`config.mk`:
```
export PLATFORM = sky130hd
export DESIGN_NAME = stable_priority_queue_core
export DESIGN_NICKNAME = d
export VERILOG_FILES = /design/src/hdl/spq_pkg.sv /design/src/hdl/stable_priority_queue_core.sv /design/src/hdl/spq_cell.sv
export SDC_FILE = /design/constraint.sdc
export NUM_CORES = 1
export LEC_CHECK = 0
export BUFFER_PORTS_ARGS = -buffer_cell sky130_fd_sc_hd__clkbuf_2
export CAP_MARGIN = 20
export CELL_PAD_IN_SITES_DETAIL_PLACEMENT = 0
export CELL_PAD_IN_SITES_GLOBAL_PLACEMENT = 2
export CORE_MARGIN = 3
export CORE_UTILIZATION = 46
export CTS_CLUSTER_SIZE = 30
export DETAILED_ROUTE_END_ITERATION = 8
export GPL_TIMING_DRIVEN = 0
export PLACE_DENSITY = 0.91
export SYNTH_ARGS = -nofsm -noshare
export SYNTH_HDL_FRONTEND = slang
export SYNTH_SLANG_ARGS = --single-unit
```
`constraint.sdc`:
```
create_clock -name clk -period 8 [get_ports clk]
set_input_delay 0.4 -clock clk [delete_from_list [all_inputs] [get_ports clk]]
set_output_delay 0.4 -clock clk [all_outputs]
set_load 0.02 [all_outputs]
```
`src/hdl/spq_pkg.sv`:
```
// shared types, constants and helpers of the stable priority queue
`default_nettype none

package spq_pkg;

  localparam int CAPACITY = 16;
  localparam int CNT_W    = $clog2(CAPACITY + 1);
  localparam int OCC_W    = 5;

  typedef enum logic {
    ACT_INSERT = 1'b0,
    ACT_POP    = 1'b1
  } act_t;

  typedef enum logic [1:0] {
    ST_OK    = 2'd0,
    ST_FULL  = 2'd1,
    ST_EMPTY = 2'd2
  } status_t;

  typedef struct packed {
    act_t        action;
    logic [7:0]  task_id;
    logic [7:0]  priority_req;
    logic [15:0] exec_time;
  } req_t;

  typedef struct packed {
    status_t          status;
    logic             out_valid;
    logic [7:0]       out_task_id;
    logic [7:0]       out_priority;
    logic [15:0]      out_exec_time;
    logic [OCC_W-1:0] occupancy;
  } rsp_t;

  typedef struct packed {
    logic [7:0]  task_id;
    logic [7:0]  prio;
    logic [15:0] exec_time;
  } entry_t;

  // per-cycle command broadcast to every cell
  typedef struct packed {
    logic   insert;
    logic   pop;
    entry_t fresh;
  } cell_ctl_t;

  function automatic logic [OCC_W-1:0] occ_of(input logic [CNT_W-1:0] cnt);
    logic [31:0] wide;
    wide = 32'(cnt);
    return wide[OCC_W-1:0];
  endfunction

endpackage

`default_nettype wire

```
`src/hdl/stable_priority_queue_core.sv`:
```
// stable priority queue: a row of sorted cells with one registered response
//
// Usage: each request word on req (req_valid / req_ready) is either an insert
// (task id, priority, execution time) or a pop. Every request gives exactly one
// response word on rsp (rsp_valid / rsp_ready) carrying a status, the popped
// entry when there is one, and the occupancy after the request.
// Inserts go behind every stored entry of equal or higher priority, so equal
// priorities leave in arrival order; a pop returns the head slot.
// The response is registered when the request is accepted.
// Throughput: one request per cycle unless stalled; all cells compare against
// the new priority in parallel and shift by one slot in the same cycle.
// An insert into a full queue is dropped with status full; a pop on an empty
// queue returns status empty with zeroed entry fields.
// Reset (rst, synchronous) empties the queue and drops any pending response.
// When the receiver stalls, the response is held and req_ready stays low
// until it is taken, so no request is lost.
`default_nettype none

module stable_priority_queue_core
  import spq_pkg::*;
(
  input  wire logic clk,
  input  wire logic rst,
  input  wire logic req_valid,
  output var  logic req_ready,
  input  var  req_t req,
  output var  logic rsp_valid,
  input  wire logic rsp_ready,
  output var  rsp_t rsp
);

  logic [CNT_W-1:0] count;
  logic [CNT_W-1:0] count_next;
  rsp_t             rsp_next;
  logic             accept;
  logic             is_full;
  logic             is_empty;
  cell_ctl_t        ctl;
  entry_t           cells [CAPACITY];
  logic             keeps [CAPACITY];

  assign req_ready = !rsp_valid || rsp_ready;
  assign accept    = req_valid && req_ready;
  assign is_full   = (count == CNT_W'(CAPACITY));
  assign is_empty  = (count == '0);

  always_comb begin
    ctl.insert          = accept && (req.action == ACT_INSERT) && !is_full;
    ctl.pop             = accept && (req.action == ACT_POP) && !is_empty;
    ctl.fresh.task_id   = req.task_id;
    ctl.fresh.prio      = req.priority_req;
    ctl.fresh.exec_time = req.exec_time;
  end

  for (genvar i = 0; i < CAPACITY; i++) begin : g_cell
    logic   occ;
    logic   lkeep;
    entry_t lent;
    entry_t rent;

    assign occ = (CNT_W'(i) < count);

    if (i == 0) begin : g_head
      assign lkeep = 1'b1;
      assign lent  = ctl.fresh;
    end else begin : g_mid
      assign lkeep = keeps[i-1];
      assign lent  = cells[i-1];
    end

    if (i == CAPACITY - 1) begin : g_tail
      assign rent = '0;
    end else begin : g_body
      assign rent = cells[i+1];
    end

    spq_cell u_cell (
      .clk         (clk),
      .ctl         (ctl),
      .occupied    (occ),
      .left_keep   (lkeep),
      .left_entry  (lent),
      .right_entry (rent),
      .entry       (cells[i]),
      .keep        (keeps[i])
    );
  end

  always_comb begin
    count_next = count;
    if (ctl.insert) begin
      count_next = count + CNT_W'(1);
    end else if (ctl.pop) begin
      count_next = count - CNT_W'(1);
    end

    rsp_next           = '0;
    rsp_next.status    = ST_OK;
    rsp_next.occupancy = occ_of(count_next);
    if (req.action == ACT_INSERT) begin
      if (is_full) begin
        rsp_next.status = ST_FULL;
      end
    end else if (is_empty) begin
      rsp_next.status = ST_EMPTY;
    end else begin
      rsp_next.out_valid     = 1'b1;
      rsp_next.out_task_id   = cells[0].task_id;
      rsp_next.out_priority  = cells[0].prio;
      rsp_next.out_exec_time = cells[0].exec_time;
    end
  end

  always_ff @(posedge clk) begin
    if (rst) begin
      count     <= '0;
      rsp_valid <= 1'b0;
    end else begin
      count <= count_next;
      if (accept) begin
        rsp_valid <= 1'b1;
      end else if (rsp_ready) begin
        rsp_valid <= 1'b0;
      end
    end
  end

  always_ff @(posedge clk) begin
    if (accept) begin
      rsp <= rsp_next;
    end
  end

  a_count_bound : assert property (@(posedge clk) disable iff (rst)
    count <= CNT_W'(CAPACITY))
    else $error("occupancy beyond capacity");

  a_empty_pop : assert property (@(posedge clk) disable iff (rst)
    (accept && req.action == ACT_POP && is_empty)
      |=> (rsp.status == ST_EMPTY && !rsp.out_valid && count == '0))
    else $error("pop on empty queue not flagged");

  a_insert_count : assert property (@(posedge clk) disable iff (rst)
    (accept && req.action == ACT_INSERT && !is_full)
      |=> (count == $past(count) + CNT_W'(1)))
    else $error("insert did not grow the queue");

  a_head_sorted : assert property (@(posedge clk) disable iff (rst)
    (count >= CNT_W'(2)) |-> (cells[0].prio >= cells[1].prio))
    else $error("head slot out of order");

  a_stall_hold : assert property (@(posedge clk) disable iff (rst)
    (rsp_valid && !rsp_ready) |=> (rsp_valid && $stable(rsp)))
    else $error("stalled response changed");

endmodule

`default_nettype wire

```
`src/hdl/spq_cell.sv`:
```
// one slot of the sorted shift-register queue
`default_nettype none

module spq_cell
  import spq_pkg::*;
(
  input  wire logic      clk,
  input  var  cell_ctl_t ctl,
  input  wire logic      occupied,
  input  wire logic      left_keep,
  input  var  entry_t    left_entry,
  input  var  entry_t    right_entry,
  output var  entry_t    entry,
  output var  logic      keep
);

  entry_t entry_next;

  // a stored entry of equal or higher priority stays ahead of the new one
  assign keep = occupied && (entry.prio >= ctl.fresh.prio);

  always_comb begin
    entry_next = entry;
    if (ctl.insert) begin
      if (!keep) begin
        entry_next = left_keep ? ctl.fresh : left_entry;
      end
    end else if (ctl.pop) begin
      entry_next = right_entry;
    end
  end

  always_ff @(posedge clk) begin
    entry <= entry_next;
  end

endmodule

`default_nettype wire

```
# --- Yosys cells after proc, flatten, opt, wreduce, memory -nomap -nowiden ---
# Index checks and enable logic that the tools add are counted.
totals:
  regBits: 558
  in_bits: 37
  output_inout_bits: 42
  elab_cells: 224
classes:
  n_addsub: 2
  n_lt_le_gt_ge: 32
  eq_ne: 17
  muxes: 71
  bitwise: 1
  reduce_logical: 45
ops:
  columns: ["operator", "count"]
  rows:
  - ["32-bit 2-to-1 mux", 63]
  - ["8-bit >= comparator", 16]
  - ["4-bit by 5-bit less-than comparator with 1-bit output, first input constant", 8]
  - ["33-bit 2-to-1 mux", 1]
  - ["2-bit inequality test, second input constant", 16]
  - ["2-bit AND reduction", 16]
  - ["1-bit logical AND", 21]
  - ["3-bit by 5-bit less-than comparator with 1-bit output, first input constant", 4]
  - ["1-bit by 5-bit less-than comparator with 1-bit output, first input constant", 2]
  - ["2-bit by 5-bit less-than comparator with 1-bit output, first input constant", 2]
  - ["5-bit 2-to-1 mux", 2]
  - ["5-bit by 1-bit adder with 5-bit output, second input constant", 1]
  - ["5-bit == test, second input constant", 1]
  - ["5-bit logical NOT", 1]
  - ["5-bit by 1-bit subtractor with 5-bit output, second input constant", 1]
  - ["2-bit 2-to-1 mux", 2]
  - ["2-bit nonzero test", 2]
  - ["1-bit logical NOT", 3]
  - ["1-bit 2-to-1 mux", 3]
  - ["2-bit OR reduction", 1]
  - ["1-bit logical OR", 1]
  - ["1-bit inverter", 1]

# --- Longest topological paths before layout ---
logic_depth:
  word_depth: 7
  ltp_mapped: 12
  mapped_depth_nobuf: 7

# --- Hierarchy ---
# From an unflattened synthesis, not the netlist that was laid out.
unflattened:
  cells_unflattened: 2861
  area_unflattened_um2: 31726.7
modules_own_cells:
  columns: ["module", "n_inst", "cells_per_inst", "area_each_um2", "seq_area_each_um2"]
  rows:
  - ["spq_cell", 16, 168, 1849.3, 960.9]
  - ["stable_priority_queue_core", 1, 173, 2138.3, 1321.3]

# --- Least setup slack after synthesis ---
# Ideal clock, no wire load.
synth_path:
  path_type: "input to register"
  start: "input port req[23] in the netlist's numbering"
  end: "register g_cell[1].u_cell.entry[0] in the netlist's numbering, enable pin"
  setup_time_ns: 0.466
  arrival_ns: 4.361
  t_required_ns: 7.534
  path_slack_ns: 3.173
  path_stages: 9
  n_path_buf: 2
  path_cell_list: "inv_1 > ha_1 > and2_0 > a221oi_1 > o21ai_1 > and2_1 > clkbuf_1 > buf_2 > o21ai_0"
synth_via:
  elab_chain_len: 4
synth_rtl:
  columns: ["item", "line_no", "source"]
  rows:
  - ["start: declaration", "stable_priority_queue_core.sv:26", "input var req_t req,"]
  - ["8-bit >= comparator", "spq_cell.sv:20", "assign keep = occupied && (entry.prio >= ctl.fresh.prio);"]
  - ["1-bit logical AND", "spq_cell.sv:20", null]
  - ["2-bit inequality test (no source line)", null, null]
  - ["2-bit AND reduction (no source line)", null, null]
  - ["end signal: assignment", "spq_cell.sv:34", "entry <= entry_next;"]
  - ["end: declaration", "spq_cell.sv:13", "output var entry_t entry,"]
# Every way passes these cells.
# A chain may end at the register's enable or synchronous reset.

# --- Worst setup path in the final report ---
layout_path:
  start: "register count[1]"
  end: "register g_cell[1].u_cell.entry[6] in the netlist's numbering, enable pin"
layout_via:
  elab_chain_len: 5
  word_cells_on_any_way: 11
  cone_classes: "order compare (1); eq/ne (2); reduce/logical (8)"
layout_rtl:
  columns: ["item", "line_no", "source"]
  rows:
  - ["start: declaration", "stable_priority_queue_core.sv:32", "logic [CNT_W-1:0] count;"]
  - ["start signal: assignment", "stable_priority_queue_core.sv:119", "count <= count_next;"]
  - ["branches (longest 4 deep; another with 1-bit by 5-bit less-than comparator with 1-bit output)", null, null]
  - ["2-bit AND reduction (no source line) (*)", null, null]
# Every way passes the cells marked *.

==> flow_metrics.tcl <==
set metrics [dict create \
    wire_per_inst_um 26.0 \
    io_buffers 78 \
    drtIter0Drc 2558 \
    cp_data_required_time_ns 8.35 \
    num_rows 94 \
    cp_data_arrival_time_ns 4.64 \
    cts_num_sinks 558 \
    cap_violations 0 \
    ctsResizeCount 0 \
    synth-async-reset-ratio_pct 0 \
    synth_edf_count 552 \
    pre_cts_ws_ns 3.79 \
    synth.most_common_cell "nand2_1" \
    detail-route-antenna-nets 0 \
    ctsHoldBuffers 0 \
    worst-slew-pin-transition_ns 1.15 \
    end_kind "flop" \
    power_frac_seq_pct 44.7 \
    area.growth.synth_to_final_pct 12.9 \
    timing.critical_path.buf_inv 5 \
    antenna_found_initial 1 \
    finalCritPeriodShare_pct 53.6 \
    routed-via-count 24751 \
    worst-path-max-fanout 24 \
    synth_ff_type "edfxtp_1" \
    dr.pass1.iters 5 \
    io_pins 79 \
    path_clk_slew_ns 0.06 \
    fmax_mhz 233 \
    vdd_drop_max_mv 0.122 \
    post_cts_buffers 0 \
    cts_tree "done" \
    grt_max_degree 35 \
    hold_viol 0 \
    wl_um 101000 \
    synth_warnings 0 \
    comb_power_share_pct 24.8 \
    h-tree-depth 3 \
    worstSetupStartpoint "count[1]$_SDFF_PP0_" \
    clockRootBuffer "clkbuf_16" \
    cts_buffers 66 \
    dpl.hpwl_um 81400 \
    drive_gt1_share_pct 10.6 \
    n_antenna_cell 0 \
    cp_cell_sequence "buf_2 -> inv_1 -> ha_1 -> nand4bb_1 -> nand4b_1 -> clkbuf_1 -> clkbuf_1 -> o21ai_4 -> buf_16" \
    synth_top_area_cell "edfxtp_1" \
    core_area_um2 66100 \
    finalNetCount 3167 \
    clk_latency_ns 0.61 \
    cp_common_cell "clkbuf_1" \
    status "complete, no violations" \
    r2r_start "count[1]$_SDFF_PP0_" \
    dpl_cell_area_um2 32900 \
    n_fill_cell 5932 \
    cp_slowest_stage_delay_ns 0.87 \
    synth_area_um2 30900 \
    pwr-share-clk_pct 30.4 \
    tns_ns 0 \
    overflow 0 \
    finalSetupViolCount 0 \
    maxSlewHeadroom_pct 23.4 \
    synth_area_leaders "edfxtp_1, o211ai_1, a221o_1, nand2_1, ha_1" \
    netlist_top_cells_count "nand2_1, edfxtp_1, o211ai_1" \
    leakage_nw 12.7 \
    worst_setup_path_start_kind "flop" \
    power.internal_mw 6.33 \
    power_density_nw_per_um2 270 \
    die_x_um 265 \
    clockBufferDepth 3 \
    rsz0062_at_grt "no" \
    fin_area_um2 34900 \
    finalCriticalPeriod_ns 4.29 \
    netlist.area_leader.share_pct 53.6 \
    drc 0 \
    reg2reg_depth 9 \
    worst-path-stages 9 \
    die-area_um2 70300 \
    synth_seq_cells 558 \
    syn_inst 2834 \
    die_h_um 265 \
    cp_slowest_cell "clkbuf_1" \
    start_util_pct 46.7 \
    first_global_vias 25109 \
    critPathTopFamily "buffers and inverters" \
    p_sw_mw 3.10 \
    r2r_end "g_cell[1].u_cell.entry[6]$_DFFE_PP_" \
    cp-endpoint "g_cell[1].u_cell.entry[6]$_DFFE_PP_" \
    grt_pass1_wl_um 151000 \
    rrSetupSlack_ns 3.71 \
    fin_util_pct 52.8 \
    synth_area_per_cell_um2 10.9 \
    gr-usage-all-layers_pct 28.4 \
    syn-num-nets 3003 \
    setup_slack_ns 3.71 \
    gp_congestion 0.880 \
    viasPerCell 6.34 \
    drv_slew 0 \
    finClkSkew_ns 0.0212 \
    p_sw_share_pct 32.9 \
    hp-class "in2reg" \
    yosysSeqAreaShare_pct 54.0 \
    crit_type "reg2reg" \
    synth_cell_types 53 \
    finalHoldWorstSlack_ns 0.0556 \
]
-- sequential cells by signal (all words and copies together) (netlist names) --
signal / count
rsp_valid: 1
count: 5
g_cell.u_cell.entry: 512
rsp: 40
-- stage by stage --
| step | power, mW | instances |
|---|---|---|
| final | 9.43 | 3907 |
| after global routing | 9.83 | 3907 |
| after CTS | 9.44 | 3906 |
| after detailed placement | 6.58 | 3793 |
| after global placement | 6.43 | 3776 |
| after floorplan | 5.68 | 2834 |
-- power by group through the flow --
| stage | Combinational [mW] | Clock (mW) | Sequential, mW |
|---|---|---|---|
| floorplan | 1.49 | 0 | 4.19 |
| global placement | 2.14 | 0 | 4.29 |
| detailed placement | 2.31 | 0 | 4.26 |
| CTS | 2.32 | 2.91 | 4.20 |
| global route | 2.55 | 3.02 | 4.26 |
| finish | 2.34 | 2.87 | 4.22 |
-- cell families (layout without fill, tap and decap cells) --
logic type	after synthesis	in the layout	synth area share [%]
DFF	558	558	54.0
muxes	32	32	1.04
xor gates and xnor gates	4	4	0.113
adders and majority gates	132	132	5.35
AOI/OAI and AO/OA	1022	1022	24.5
and+or+nand+nor	755	755	10.5
buffers and inverters	331	540	4.53
-- final cells by class --
type	count	area (um^2)	area share, %
clock buffer	90	1760	5.05
clock inverter	23	226	0.649
sequential	558	16700	47.9
buffer	302	1290	3.70
tap	864	1080	3.10
timing repair buffer	96	820	2.35
multi-input combinational	1945	12900	37.0
inverter	29	109	0.312
-- worst min-delay path by stage --
stage / start / endpoint / depth (start not counted)
2_1_floorplan: rst / rsp_valid$_SDFFE_PP0P_ / 1
3_3_place_gp: g_cell[15].u_cell.entry[3]$_SDFFCE_PN0P_ / g_cell[14].u_cell.entry[3]$_DFFE_PP_ / 2
3_5_place_dp: g_cell[15].u_cell.entry[15]$_SDFFCE_PN0P_ / g_cell[14].u_cell.entry[15]$_DFFE_PP_ / 2
4_1_cts: rst / rsp_valid$_SDFFE_PP0P_ / 2
5_1_grt: rst / count[4]$_SDFF_PP0_ / 2
6_report: req_valid / rsp_valid$_SDFFE_PP0P_ / 3
-- placed cells by master, fill, tap and decap left out, types with 33 or more instances in the layout --
cell         n
and3_1      33
clkbuf_2    79
a221o_1    217
o211ai_1   442
ha_1       132
clkbuf_1   225
edfxtp_1   552
buf_2       83
clkbuf_16   67
nand2_1    576
a21oi_1    247
-- worst min-delay path: stages --
cell and delay [ns]:
clkbuf_2 0.11, inv_1 0.05, a21oi_1 0.05
-- metal layers --
metal | global-route usage, % | wire, um | up-vias | part of all wire [%]
li1 | - | - | 11440 | -
met1 | 37.2 | 41700 | 12018 | 41
met2 | 47.4 | 47800 | 1126 | 47
met3 | 4.75 | 8370 | 163 | 8.2
met4 | 10.9 | 3530 | 4 | 3.5
met5 | 0 | 34 | - | 0.034
Note: power is estimated with default switching activity, not from simulation.
